==> src/rtl/bitmap_frame_allocator_unit_macros.svh <==
// Assertion macros for the frame allocator modules, used by bfa_back.
// Each one expects clk and rst_n to be visible where it is used.
`ifndef BITMAP_FRAME_ALLOCATOR_UNIT_MACROS_SVH
`define BITMAP_FRAME_ALLOCATOR_UNIT_MACROS_SVH

// Same-cycle implication, checked outside reset.
`define BFA_ASSERT_IMP(lbl, ante, cons, msg) \
  lbl: assert property (@(posedge clk) disable iff (!rst_n) (ante) |-> (cons)) \
    else $error(msg);

// Next-cycle implication, checked outside reset.
`define BFA_ASSERT_NXT(lbl, ante, cons, msg) \
  lbl: assert property (@(posedge clk) disable iff (!rst_n) (ante) |=> (cons)) \
    else $error(msg);

`endif

==> src/rtl/bfa_pkg.sv <==
package bfa_pkg;

  localparam int FRAME_W = 6;
  localparam int COUNT_W = 7;

  localparam logic [1:0] MODE_ALLOC   = 2'd0;
  localparam logic [1:0] MODE_BATCH   = 2'd1;
  localparam logic [1:0] MODE_RELEASE = 2'd2;
  localparam logic [1:0] MODE_IGNORED = 2'd3;

  localparam logic [1:0] STATUS_GRANTED  = 2'd0;
  localparam logic [1:0] STATUS_NO_SPACE = 2'd1;
  localparam logic [1:0] STATUS_RELEASED = 2'd2;
  localparam logic [1:0] STATUS_EMPTY    = 2'd3;

  typedef struct packed {
    logic [1:0]         mode;
    logic               use_random;
    logic [FRAME_W-1:0] random_start;
    logic [COUNT_W-1:0] request_count;
    logic [FRAME_W-1:0] release_index;
  } bfa_in_t;

  typedef struct packed {
    logic [FRAME_W-1:0] frame_number;
    logic [1:0]         status;
    logic [COUNT_W-1:0] free_frames;
    logic               last_of_run;
  } bfa_out_t;

  typedef enum logic [1:0] {
    OP_ALLOC,
    OP_BATCH,
    OP_EMPTY,
    OP_RELEASE
  } bfa_op_t;

  // Decoded command handed from the front end to the engine.
  typedef struct packed {
    bfa_op_t            op;
    logic               use_random;
    logic [FRAME_W-1:0] start;
    logic [COUNT_W-1:0] count;
    logic [FRAME_W-1:0] index;
    logic               index_ok;
  } bfa_cmd_t;

  // Lowest set bit of a 64-bit word, found a byte at a time.
  function automatic logic [FRAME_W-1:0] bfa_lowest_set(input logic [63:0] v);
    logic [7:0] any;
    logic [2:0] grp;
    logic [7:0] byte_v;
    logic [2:0] bit_pos;
    for (int g = 0; g < 8; g++) begin
      any[g] = |v[g*8 +: 8];
    end
    grp = 3'd0;
    for (int g = 7; g >= 0; g--) begin
      if (any[g]) begin
        grp = 3'(g);
      end
    end
    byte_v  = v[grp*8 +: 8];
    bit_pos = 3'd0;
    for (int b = 7; b >= 0; b--) begin
      if (byte_v[b]) begin
        bit_pos = 3'(b);
      end
    end
    return {grp, bit_pos};
  endfunction

endpackage

==> src/rtl/bfa_front.sv <==
module bfa_front
  import bfa_pkg::*;
#(
  parameter int NUM_FRAMES = 64
) (
  input  logic     clk,
  input  logic     rst_n,
  input  logic     in_valid,
  output logic     in_ready,
  input  bfa_in_t  in_data,
  output logic     cmd_valid,
  input  logic     cmd_ready,
  output bfa_cmd_t cmd_data
);

  localparam int QDEPTH = 2;

  logic [FRAME_W-1:0] mod_tab [64];
  bfa_cmd_t           cmd_new;
  logic               push;
  logic               pop;

  bfa_cmd_t   q_r [QDEPTH];
  logic       wr_ptr_r, wr_ptr_nxt;
  logic       rd_ptr_r, rd_ptr_nxt;
  logic [1:0] cnt_r, cnt_nxt;

  // Start index reduced modulo the frame count, worked out at elaboration.
  for (genvar g = 0; g < 64; g++) begin : g_mod
    assign mod_tab[g] = FRAME_W'(g % NUM_FRAMES);
  end

  always_comb begin
    cmd_new.use_random = in_data.use_random;
    cmd_new.start      = in_data.use_random ? mod_tab[in_data.random_start] : '0;
    cmd_new.count      = in_data.request_count;
    cmd_new.index      = in_data.release_index;
    cmd_new.index_ok   = COUNT_W'(in_data.release_index) < COUNT_W'(NUM_FRAMES);
    case (in_data.mode)
      MODE_ALLOC:   cmd_new.op = OP_ALLOC;
      MODE_BATCH:   cmd_new.op = (in_data.request_count == '0) ? OP_EMPTY : OP_BATCH;
      MODE_RELEASE: cmd_new.op = OP_RELEASE;
      default:      cmd_new.op = OP_RELEASE;
    endcase
  end

  // The unused mode code is taken and dropped without queueing anything.
  assign in_ready  = (cnt_r != 2'(QDEPTH));
  assign push      = in_valid && in_ready && (in_data.mode != MODE_IGNORED);
  assign cmd_valid = (cnt_r != 2'd0);
  assign cmd_data  = q_r[rd_ptr_r];
  assign pop       = cmd_valid && cmd_ready;

  always_comb begin
    wr_ptr_nxt = push ? ~wr_ptr_r : wr_ptr_r;
    rd_ptr_nxt = pop ? ~rd_ptr_r : rd_ptr_r;
    cnt_nxt    = cnt_r + 2'(push) - 2'(pop);
  end

  always_ff @(posedge clk) begin
    if (!rst_n) begin
      wr_ptr_r <= 1'b0;
      rd_ptr_r <= 1'b0;
      cnt_r    <= 2'd0;
    end else begin
      wr_ptr_r <= wr_ptr_nxt;
      rd_ptr_r <= rd_ptr_nxt;
      cnt_r    <= cnt_nxt;
    end
  end

  always_ff @(posedge clk) begin
    if (push) begin
      q_r[wr_ptr_r] <= cmd_new;
    end
  end

endmodule

==> src/rtl/bfa_back.sv <==
`include "bitmap_frame_allocator_unit_macros.svh"

module bfa_back
  import bfa_pkg::*;
#(
  parameter int NUM_FRAMES = 64
) (
  input  logic     clk,
  input  logic     rst_n,
  input  logic     cmd_valid,
  output logic     cmd_ready,
  input  bfa_cmd_t cmd_data,
  output logic     out_valid,
  input  logic     out_ready,
  output bfa_out_t out_data
);

  typedef enum logic [1:0] {
    S_IDLE  = 2'b01,
    S_BATCH = 2'b10
  } bfa_state_t;

  bfa_state_t         state_r, state_nxt;
  logic [NUM_FRAMES-1:0] used_r, used_nxt;
  logic [COUNT_W-1:0] free_r, free_nxt;
  logic [COUNT_W-1:0] left_r, left_nxt;
  logic [FRAME_W-1:0] probe_r, probe_nxt;
  logic               rnd_r, rnd_nxt;
  logic               out_valid_r, out_valid_nxt;
  bfa_out_t           out_r, out_nxt;

  logic               slot;
  logic [FRAME_W-1:0] start_sel;
  logic [63:0]        free_vec;
  logic [63:0]        free_hi;
  logic [FRAME_W-1:0] pick;
  logic [FRAME_W-1:0] pick_next;
  logic [NUM_FRAMES-1:0] pick_bit;
  logic [NUM_FRAMES-1:0] rel_bit;

  assign slot      = !out_valid_r || out_ready;
  assign cmd_ready = (state_r == S_IDLE) && slot;
  assign start_sel = (state_r == S_IDLE) ? cmd_data.start : probe_r;

  // Probe upward from the start, wrapping to the lowest free frame.
  assign free_vec  = 64'(~used_r);
  assign free_hi   = free_vec & (~64'd0 << start_sel);
  assign pick      = (free_hi != '0) ? bfa_lowest_set(free_hi) : bfa_lowest_set(free_vec);
  assign pick_next = (pick == FRAME_W'(NUM_FRAMES - 1)) ? '0 : pick + 1'b1;
  assign pick_bit  = NUM_FRAMES'(64'd1 << pick);
  assign rel_bit   = NUM_FRAMES'(64'd1 << cmd_data.index);

  always_comb begin
    state_nxt     = state_r;
    used_nxt      = used_r;
    free_nxt      = free_r;
    left_nxt      = left_r;
    probe_nxt     = probe_r;
    rnd_nxt       = rnd_r;
    out_valid_nxt = out_valid_r && !out_ready;
    out_nxt       = out_r;
    case (state_r)
      S_IDLE: begin
        if (cmd_valid && slot) begin
          out_valid_nxt = 1'b1;
          out_nxt.last_of_run = 1'b1;
          out_nxt.frame_number = '0;
          case (cmd_data.op)
            OP_ALLOC: begin
              if (free_r == '0) begin
                out_nxt.status      = STATUS_NO_SPACE;
                out_nxt.free_frames = free_r;
              end else begin
                used_nxt             = used_r | pick_bit;
                free_nxt             = free_r - 1'b1;
                out_nxt.frame_number = pick;
                out_nxt.status       = STATUS_GRANTED;
                out_nxt.free_frames  = free_r - 1'b1;
              end
            end
            OP_BATCH: begin
              if (cmd_data.count > free_r) begin
                out_nxt.status      = STATUS_NO_SPACE;
                out_nxt.free_frames = free_r;
              end else begin
                used_nxt             = used_r | pick_bit;
                free_nxt             = free_r - 1'b1;
                out_nxt.frame_number = pick;
                out_nxt.status       = STATUS_GRANTED;
                out_nxt.free_frames  = free_r - 1'b1;
                out_nxt.last_of_run  = (cmd_data.count == COUNT_W'(1));
                left_nxt             = cmd_data.count - 1'b1;
                rnd_nxt              = cmd_data.use_random;
                probe_nxt            = cmd_data.use_random ? pick_next : '0;
                if (cmd_data.count != COUNT_W'(1)) begin
                  state_nxt = S_BATCH;
                end
              end
            end
            OP_EMPTY: begin
              out_nxt.status      = STATUS_EMPTY;
              out_nxt.free_frames = free_r;
            end
            OP_RELEASE: begin
              out_nxt.status      = STATUS_RELEASED;
              out_nxt.free_frames = free_r;
              if (cmd_data.index_ok && ((used_r & rel_bit) != '0)) begin
                used_nxt            = used_r & ~rel_bit;
                free_nxt            = free_r + 1'b1;
                out_nxt.free_frames = free_r + 1'b1;
              end
            end
            default: begin
              out_valid_nxt = out_valid_r && !out_ready;
              out_nxt       = out_r;
            end
          endcase
        end
      end
      S_BATCH: begin
        if (slot) begin
          used_nxt             = used_r | pick_bit;
          free_nxt             = free_r - 1'b1;
          left_nxt             = left_r - 1'b1;
          probe_nxt            = rnd_r ? pick_next : '0;
          out_valid_nxt        = 1'b1;
          out_nxt.frame_number = pick;
          out_nxt.status       = STATUS_GRANTED;
          out_nxt.free_frames  = free_r - 1'b1;
          out_nxt.last_of_run  = (left_r == COUNT_W'(1));
          if (left_r == COUNT_W'(1)) begin
            state_nxt = S_IDLE;
          end
        end
      end
      default: begin
        state_nxt = S_IDLE;
      end
    endcase
  end

  always_ff @(posedge clk) begin
    if (!rst_n) begin
      state_r     <= S_IDLE;
      used_r      <= '0;
      free_r      <= COUNT_W'(NUM_FRAMES);
      left_r      <= '0;
      out_valid_r <= 1'b0;
    end else begin
      state_r     <= state_nxt;
      used_r      <= used_nxt;
      free_r      <= free_nxt;
      left_r      <= left_nxt;
      out_valid_r <= out_valid_nxt;
    end
  end

  always_ff @(posedge clk) begin
    probe_r <= probe_nxt;
    rnd_r   <= rnd_nxt;
    out_r   <= out_nxt;
  end

  assign out_valid = out_valid_r;
  assign out_data  = out_r;

  `BFA_ASSERT_IMP(a_count_matches_map, 1'b1,
    (COUNT_W'($countones(used_r)) + free_r) == COUNT_W'(NUM_FRAMES),
    "free count disagrees with the bitmap")
  `BFA_ASSERT_IMP(a_batch_has_work, state_r == S_BATCH, left_r != '0,
    "batch state entered with nothing left to grant")
  `BFA_ASSERT_IMP(a_grant_in_range, out_valid_r && (out_r.status == STATUS_GRANTED),
    COUNT_W'(out_r.frame_number) < COUNT_W'(NUM_FRAMES),
    "granted frame lies beyond the frame count")
  `BFA_ASSERT_NXT(a_grant_marks_used, (state_r == S_BATCH) && slot,
    (used_r != $past(used_r)) && (free_r == $past(free_r) - 1'b1),
    "batch grant did not take a free frame")

endmodule

==> src/rtl/bitmap_frame_allocator_unit.sv <==
// Channel  Direction  Payload    Transfer when
// in_      input      bfa_in_t   in_valid && in_ready
// out_     output     bfa_out_t  out_valid && out_ready
//
// A request passes a two-entry command queue, whose registered entry the allocation engine
// takes once it is idle; the engine then produces one result per cycle while the output
// is not stalled, and a batch keeps it busy until its last frame is granted.
// The engine's bitmap search and update is the step that sets this pace.
// Reset leaves every frame free; no clearing pass is needed.
// A stalled result holds in the output register while the queue keeps taking requests until its two entries are full.
module bitmap_frame_allocator_unit
  import bfa_pkg::*;
#(
  parameter int NUM_FRAMES = 64
) (
  input  logic     clk,
  input  logic     rst_n,
  input  logic     in_valid,
  output logic     in_ready,
  input  bfa_in_t  in_data,
  output logic     out_valid,
  input  logic     out_ready,
  output bfa_out_t out_data
);

  logic     cmd_valid;
  logic     cmd_ready;
  bfa_cmd_t cmd_data;

  bfa_front #(
    .NUM_FRAMES(NUM_FRAMES)
  ) u_front (
    .clk      (clk),
    .rst_n    (rst_n),
    .in_valid (in_valid),
    .in_ready (in_ready),
    .in_data  (in_data),
    .cmd_valid(cmd_valid),
    .cmd_ready(cmd_ready),
    .cmd_data (cmd_data)
  );

  bfa_back #(
    .NUM_FRAMES(NUM_FRAMES)
  ) u_back (
    .clk      (clk),
    .rst_n    (rst_n),
    .cmd_valid(cmd_valid),
    .cmd_ready(cmd_ready),
    .cmd_data (cmd_data),
    .out_valid(out_valid),
    .out_ready(out_ready),
    .out_data (out_data)
  );

endmodule

==> config.mk <==
export PLATFORM = sky130hd
export DESIGN_NAME = bitmap_frame_allocator_unit
export DESIGN_NICKNAME = d
export VERILOG_FILES = /design/src/rtl/bfa_pkg.sv /design/src/rtl/bfa_front.sv /design/src/rtl/bfa_back.sv /design/src/rtl/bitmap_frame_allocator_unit.sv
export VERILOG_INCLUDE_DIRS = /design/src /design/src/rtl
export SDC_FILE = /design/constraint.sdc
export NUM_CORES = 1
export LEC_CHECK = 0
export BUFFER_PORTS_ARGS = -buffer_cell sky130_fd_sc_hd__buf_2
export CAP_MARGIN = 20
export CORE_ASPECT_RATIO = 1.2
export CORE_UTILIZATION = 57
export DETAILED_ROUTE_END_ITERATION = 6
export PLACE_DENSITY = 0.77
export SLEW_MARGIN = 20
export SYNTH_ARGS = -nofsm -noshare
export SYNTH_HDL_FRONTEND = slang
export SYNTH_SLANG_ARGS = --single-unit
==> constraint.sdc <==
create_clock -name clk -period 5.1 [get_ports clk]
set_clock_uncertainty 0.2 [all_clocks]
set_input_delay 0.255 -clock clk [delete_from_list [all_inputs] [get_ports clk]]
set_output_delay 0.255 -clock clk [all_outputs]
set_load 0.1 [all_outputs]
==> results of run 1 <==
[cells in the mapped netlist (20+ instances only)]
master,instances,share of area
o21ai_1,20,0.0095
mux2i_1,27,0.026
nor2_1,151,0.054
dfxtp_1,86,0.16
inv_1,31,0.011
a32o_1,33,0.031
nor3_1,37,0.018
a21oi_1,71,0.034
a211oi_1,28,0.020
a22oi_1,33,0.023
nand2_1,147,0.052
clkbuf_1,36,0.013
o21ai_0,63,0.030
edfxtp_1,67,0.19
nand3_1,48,0.023
[per-stage QoR]
| stage | cell area (um^2) | std cells | setup slack (ps) | util |
|---|---|---|---|---|
| after floorplan | 10600 | 1256 | 334 | - |
| after global placement | 12100 | 1635 | -187 | 0.667 |
| after detailed placement | 12100 | 1635 | -258 | 0.667 |
| after CTS | 13000 | 1694 | 37.9 | 0.718 |
[per-layer routing]
metal / track usage / GRT overflow
met5: 0.0909 / 0
met4: 0.604 / 2
met3: 0.327 / 0
met2: 0.857 / 1
met1: 0.599 / 0
[cells by family after synthesis]
group | Yosys count | share of synthesized area
and+or+nand+nor | 501 | 0.231
DFF | 153 | 0.353
xor gates and xnor gates | 19 | 0.0157
buffers and inverters | 92 | 0.0396
muxes | 39 | 0.0386
adders and majority gates | 20 | 0.0235
AOI/OAI and AO/OA | 432 | 0.298
[timing repair]
item / in CTS
setup endpoints to repair: 60
hold buffers: 23
gates resized for setup: 8
pin swaps: 2
buffers inserted: 4
endpoints found under the hold margin: 44
==> flow_metrics.env, run 1 <==
export IMPL_status="stopped before the end"
export IMPL_stop_stage="global routing (5_1_grt)"
export IMPL_error_message="[ERROR GRT-0232] Routing congestion too high. Check the congestion heatmap in the GUI."
export IMPL_start_util=0.582
export IMPL_ys_types=103
export IMPL_grt_max_degree=55
export IMPL_avgSynthCellArea_um2=8.42
export IMPL_cts_sinks=153
export IMPL_die_w_um=126
export IMPL_synth_warning_count=0
export IMPL_grt_overflow=3
export IMPL_synth_edf_count=67
export IMPL_async_flop_share=0
export IMPL_synth_main_ff_cell="dfxtp_1"
export IMPL_grt_total_usage=0.597
export IMPL_cts_buffer_depth=2
export IMPL_htree_levels=4
export IMPL_port_buffers=43
export IMPL_yosysSeqAreaShare=0.353
export IMPL_cts_made_buffers=17
export IMPL_syn_area_um2=10600
export IMPL_row_count=54
export IMPL_synth_cells=1256
export IMPL_die_h_um=151
export IMPL_syn_num_nets=1301
export IMPL_root_buffer="clkbuf_16"
export IMPL_gp_congestion=1.18
export IMPL_dpl_hpwl_um=35500
export IMPL_ys_ff_latch=153
export IMPL_io_pins=44
==> run 2: changes to the inputs <==
Settings changed: CORE_ASPECT_RATIO 1.2 to not set, CORE_UTILIZATION 57 to 40, PLACE_DENSITY 0.77 to not set, PLACE_DENSITY_LB_ADDON set to 0.15.
Clock period 5.1 ns to 6.6 ns, I/O delays scaled along.
==> run 2 against run 1 <==
The flow now finishes, with violations (design-rule violations); synthesized area stayed put; synthesized cell count stayed put.
==> flow_metrics.env, run 2 <==
export IMPL_cp_arrival_ps=6300
export IMPL_die_w_um=165
export IMPL_path_buf_inv=0
export IMPL_detail_route_antenna_nets=0
export IMPL_power_density_nw_per_um2=642
export IMPL_layout_commonest_cell="nor2_1"
export IMPL_relSlewSlack=0.226
export IMPL_grt_max_degree=55
export IMPL_synth_edf_count=67
export IMPL_slowest_delay_ps=710
export IMPL_slew_violations=0
export IMPL_clockPowerShare=0.131
export IMPL_cp_max_fo=19
export IMPL_cts_tree="built"
export IMPL_synth_main_ff_cell="dfxtp_1"
export IMPL_async_flop_share=0
export IMPL_min_period_ps=6110
export IMPL_max_freq_mhz=164
export IMPL_setup_viol_count_final=0
export IMPL_ys_ff_latch=153
export IMPL_first_pass_iters=7
export IMPL_startpoint_type="flip-flop"
export IMPL_ff2ff_setup_slack_ps=490
export IMPL_synth_warning_count=0
export IMPL_violations="design-rule violations"
export IMPL_instances_no_fill=1694
export IMPL_cts_setup_buffers=0
export IMPL_largest_register_ffs=64
export IMPL_synthToLayoutAreaGrowth_pct=15.8
export IMPL_hold_class="input port to flip-flop"
export IMPL_drt_iter0_markers=1496
export IMPL_yosysMostFrequentCell="nor2_1"
export IMPL_final_cell_mix="148 x nor2_1, 147 x nand2_1, 85 x dfxtp_1"
export IMPL_synth_top_area_frac=0.190
export IMPL_ir_drop_mv=0.425
export IMPL_tightest_slew_ps=1160
export IMPL_cpMaxStageDelayCell="dfxtp_2"
export IMPL_gp_congestion=1.12
export IMPL_power_frac_comb=0.680
export IMPL_ys_top_cells_by_area="edfxtp_1 19%, dfxtp_1 16%, nor2_1 5.4%, nand2_1 5.2%, a21oi_1 3.4%"
export IMPL_required_ps=6780
export IMPL_port_buffers=43
export IMPL_leakage_nw=4.24
export IMPL_htree_levels=4
export IMPL_row_count=59
export IMPL_internal_power_w=0.00339
export IMPL_cts_sinks=153
export IMPL_synth_top_area_cell="edfxtp_1"
export IMPL_crit_chain="mux2i_1, a21o_1, nor2_1, a21oi_1, o21ba_1, nor4_2, nand3_2, a211oi_1, nor3_1, o22ai_1, nor2b_1, o31ai_1, a21oi_1, ha_1, nor3b_1, a22oi_1, nor2_1"
export IMPL_final_nets=1389
export IMPL_endpoint_kind="flip-flop"
export IMPL_wire_per_inst_um=26.9
export IMPL_viasPerCell=6.66
export IMPL_drive_gt1_frac=0.163
export IMPL_crit_family="simple AND/OR/NAND/NOR gates"
export IMPL_cts_buffer_depth=2
export IMPL_crit_type="flip-flop to flip-flop"
export IMPL_status="complete, but fails checks"
export IMPL_grt_first_pass_wirelength_um=67800
export IMPL_grt_overflow=0
export IMPL_antenna_found_initial=0
export IMPL_swShare=0.569
export IMPL_avgSynthCellArea_um2=8.42
export IMPL_die_area_um2=27100
export IMPL_route_detailed_drc=8
export IMPL_top_register="u_back.used_r"
export IMPL_placedCellCount=1644
export IMPL_p_seq_frac=0.189
export IMPL_rsz0062_at_grt="no"
export IMPL_io_pins=44
export IMPL_vias=11289
export IMPL_die_h_um=165
export IMPL_hold_ws_ps=5.28
export IMPL_path_clk_slew_ps=80
export IMPL_grt_total_usage=0.342
export IMPL_cap_violations=0
export IMPL_syn_area_um2=10600
export IMPL_fin_crit_sh=0.926
export IMPL_finalHoldViolations=0
export IMPL_yosysSeqAreaShare=0.353
export IMPL_worstSkewPairLatency_ps=450
export IMPL_tns_ps=0
export IMPL_synth_cells=1256
export IMPL_switchingPower_w=0.00448
export IMPL_syn_num_nets=1301
export IMPL_core_um2=26000
export IMPL_wirelength_um=45600
export IMPL_root_buffer="clkbuf_16"
export IMPL_grt_pass1_vias=10526
export IMPL_netlist_top_cells_count="151 x nor2_1, 147 x nand2_1, 86 x dfxtp_1"
export IMPL_start_util=0.407
export IMPL_cts_made_buffers=17
export IMPL_ys_types=103
export IMPL_dpl_hpwl_um=33300
## run 2: cell counts after synthesis
No cell type changed its count.
## run 2: cell families after synthesis
logic type / after synthesis / synth area share
AND/OR/NAND/NOR: 501 / 0.231
buffers and inverters: 92 / 0.0396
adder cells (fa/ha/maj): 20 / 0.0235
XOR/XNOR: 19 / 0.0157
flip-flops: 153 / 0.353
AO/OA/AOI/OAI: 432 / 0.298
multiplexers: 39 / 0.0386
## run 2: routing by layer
metal	up-vias	share of wire	GRT usage
li1	4979	-	-
met2	723	0.42	0.496
met1	5417	0.43	0.473
met5	-	0	0
met4	0	0.050	0.171
met3	170	0.10	0.0804
## run 2: final cells by class
cell class,count,area (um^2)
fill,2571,13700
multi-input combinational,1011,6440
sequential,153,3730
timing repair buffer,126,882
clock buffer,17,425
tap,335,419
clock inverter,15,209
inverter,35,136
antenna,2,5.00
## run 2: stage by stage
step           cell area [um^2]  utilization  worst slack (ps)  total power (W)
2_1_floorplan             10600            -              1830          0.00520
3_3_place_gp              11400        0.440               703          0.00670
3_5_place_dp              11500        0.441               747          0.00666
4_1_cts                   12200        0.471               720          0.00772
5_1_grt                   12200        0.471               245          0.00825
6_report                  12300        0.471               486          0.00787
## run 2: path summary, 6_finish.rpt
check,from,endpoint,cells after the start
hold / removal,in_data[15],u_front.q_r[0][15]$_DFFE_PP_,2
setup reg to reg,flip-flop,u_back.used_r[55]$_SDFFE_PN0P_,17
setup / recovery,flip-flop,u_back.used_r[55]$_SDFFE_PN0P_,17
hold reg to reg,u_front.rd_ptr_r$_SDFFE_PN0P_,u_front.rd_ptr_r$_SDFFE_PN0P_,2
## run 2: what timing repair did
item                      in CTS  in global routing
resized for setup              0                  0
hold buffers                  16                  0
hold endpoints to repair      32                  0
## run 2: power groups by stage
stage	sequential, W	combinational (W)	clock, W
floorplan	0.00179	0.00341	0
global placement	0.00149	0.00521	0
detailed placement	0.00149	0.00517	0
CTS	0.00147	0.00520	0.00104
global route	0.00150	0.00566	0.00109
finish	0.00149	0.00535	0.00103
Power figures use the tool's default switching activity.
==> run 3: changes to the inputs <==
Settings changed: MAX_ROUTING_LAYER set to met4.
==> run 3 against run 2 <==
The run ends with negative hold slack left; die area unchanged; critical path depth rose by 3; setup slack got worse by 21 ps; first-iteration DRC count rose by 2.3%; count of clock-buffer cells in the layout unchanged; global-route usage grew 0.85 points; wire length fell by 0.16%; critical path type unchanged; highest routed layer unchanged.
==> flow_metrics.env, run 3 (synthesis results as in run 2) <==
export IMPL_nFillCells=2559
export IMPL_cts_tree="built"
export IMPL_startpoint_type="flip-flop"
export IMPL_final_nets=1391
export IMPL_min_period_ps=6130
export IMPL_fin_crit_sh=0.929
export IMPL_violations="negative hold slack"
export IMPL_detail_route_antenna_nets=0
export IMPL_grt_pass1_vias=10313
export IMPL_drt_iter0_markers=1530
export IMPL_cpMaxStageDelayCell="ha_1"
export IMPL_cts_buffer_depth=2
export IMPL_die_area_um2=27100
export IMPL_fin_util=0.473
export IMPL_core_um2=26000
export IMPL_r2r_start="u_back.state_r[1]$_SDFFE_PN0P_"
export IMPL_path_clk_slew_ps=90
export IMPL_tns_ps=0
export IMPL_internal_power_w=0.00343
export IMPL_antenna_found_initial=0
export IMPL_grt_overflow=0
export IMPL_cp_arrival_ps=6320
export IMPL_hp_start="in_data[13]"
export IMPL_route_detailed_drc=0
export IMPL_crit_chain="inv_1, ha_1, buf_4, nor2_1, a21oi_2, a21oi_1, nor3_1, o221ai_1, or3_4, a211oi_4, a21o_4, mux2_1, a2111oi_4, a211oi_1, a31o_2, a21oi_1, ha_1, nor3b_1, a22oi_1, nor2_1"
export IMPL_power_density_nw_per_um2=652
export IMPL_hold_class="input port to flip-flop"
export IMPL_ff2ff_setup_slack_ps=470
export IMPL_r2r_end="u_back.used_r[39]$_SDFFE_PN0P_"
export IMPL_min_to="u_front.q_r[0][13]$_DFFE_PP_"
export IMPL_slew_violations=0
export IMPL_first_pass_iters=6
export IMPL_status="complete, but fails checks"
export IMPL_power_frac_comb=0.684
export IMPL_cts_made_buffers=17
export IMPL_hold_ws_ps=-3.67
export IMPL_cap_violations=0
export IMPL_finalHoldViolations=4
export IMPL_ff2ff_path_depth=20
export IMPL_worstSkewPairLatency_ps=450
export IMPL_relSlewSlack=0.287
export IMPL_max_freq_mhz=163
export IMPL_die_h_um=165
export IMPL_p_seq_frac=0.184
export IMPL_htree_levels=4
export IMPL_worst_slack_ps=466
export IMPL_crit_type="flip-flop to flip-flop"
export IMPL_rsz0062_at_grt="no"
export IMPL_layout_commonest_cell="nor2_1"
export IMPL_cts_setup_buffers=0
export IMPL_largest_register_ffs=64
export IMPL_top_register="u_back.used_r"
export IMPL_grt_max_degree=56
export IMPL_viasPerCell=6.65
export IMPL_required_ps=6780
export IMPL_row_count=59
export IMPL_post_place_ws_ps=691
export IMPL_die_w_um=165
export IMPL_final_cell_mix="148 x nor2_1, 147 x nand2_1, 85 x dfxtp_1"
export IMPL_io_pins=44
export IMPL_wirelength_um=45500
export IMPL_switchingPower_w=0.00457
export IMPL_endpoint_kind="flip-flop"
export IMPL_wire_per_inst_um=26.8
export IMPL_leakage_nw=4.25
export IMPL_tightest_slew_ps=1070
export IMPL_vias=11276
export IMPL_gp_congestion=1.06
export IMPL_clockPowerShare=0.132
export IMPL_root_buffer="clkbuf_16"
export IMPL_port_buffers=43
export IMPL_grt_total_usage=0.351
export IMPL_dpl_hpwl_um=33300
export IMPL_start_util=0.407
export IMPL_slowest_delay_ps=480
export IMPL_whs_path_depth=2
export IMPL_drive_gt1_frac=0.164
export IMPL_synthToLayoutAreaGrowth_pct=16.0
export IMPL_grt_first_pass_wirelength_um=67100
export IMPL_cts_sinks=153
export IMPL_ir_drop_mv=0.478
export IMPL_setup_viol_count_final=0
export IMPL_swShare=0.571
export IMPL_cp_max_fo=16
-- run 3: changes by cell type in the layout (fill, tap and decap cells not counted), sizes merged --
cell	previous run	this run
buf	110	112
inv	38	39
clkinv	12	11
-- run 3: stage by stage --
| step | hold slack, ps | instances | total power [W] | area, um^2 |
|---|---|---|---|---|
| floorplan | 229 | 1256 | 0.00520 | 10600 |
| global placement | 282 | 1646 | 0.00682 | 11500 |
| detailed placement | 296 | 1646 | 0.00675 | 11500 |
| CTS | 0.00855 | 1694 | 0.00782 | 12300 |
| global route | 4.35 | 1694 | 0.00835 | 12300 |
| finish | -3.67 | 1696 | 0.00800 | 12300 |
-- run 3: layout make-up --
cell class                 instances  area (um^2)  area share
clock inverter                    15          211      0.0172
clock buffer                      17          425      0.0346
tap                              335          419      0.0341
antenna                            2         5.00    0.000408
multi-input combinational       1011         6450       0.526
timing repair buffer             128          893      0.0728
inverter                          35          136      0.0111
sequential                       153         3730       0.304
-- run 3: power by group through the flow --
stage	Clock, W	Combinational, W	Sequential [W]
final	0.00106	0.00547	0.00147
after global routing	0.00109	0.00577	0.00149
after CTS	0.00106	0.00530	0.00146
after detailed placement	0	0.00527	0.00148
after global placement	0	0.00533	0.00148
after floorplan	0	0.00341	0.00179
-- run 3: per-layer routing --
metal	routed length (um)	vias up	GRT usage
met2	18600	810	0.481
met5	0	-	-
met3	5280	198	0.0743
met1	18800	5281	0.478
li1	-	4987	-
met4	2860	0	0.190
-- run 3: worst max path at each step --
| stage | startpoint | to | slack [ps] |
|---|---|---|---|
| final | u_back.state_r[1]$_SDFFE_PN0P_ | u_back.used_r[39]$_SDFFE_PN0P_ | 470 |
| after global routing | u_back.state_r[1]$_SDFFE_PN0P_ | u_back.used_r[39]$_SDFFE_PN0P_ | 40 |
| after CTS | u_back.state_r[1]$_SDFFE_PN0P_ | u_back.used_r[59]$_SDFFE_PN0P_ | 610 |
| after detailed placement | u_back.state_r[1]$_SDFFE_PN0P_ | u_back.used_r[59]$_SDFFE_PN0P_ | 690 |
| after global placement | flip-flop | u_back.used_r[39]$_SDFFE_PN0P_ | 680 |
| after floorplan | u_back.state_r[1]$_SDFFE_PN0P_ | u_back.used_r[39]$_SDFFE_PN0P_ | 1830 |
-- run 3: repair_timing --
item,4_1_cts,5_1_grt
gates resized for setup,0,1
endpoints found under the setup margin,0,4
hold buffers,16,0
endpoints found under the hold margin,32,0
-- run 3: worst max-delay path: cells and delay by family (launching register included) --
| family | cells | cell delay, ps |
|---|---|---|
| flip-flops | 1 | 340 |
| AO/OA/AOI/OAI | 10 | 2810 |
| buffers and inverters | 2 | 360 |
| AND/OR/NAND/NOR | 5 | 1230 |
| multiplexers | 1 | 390 |
| adder cells (fa/ha/maj) | 2 | 730 |
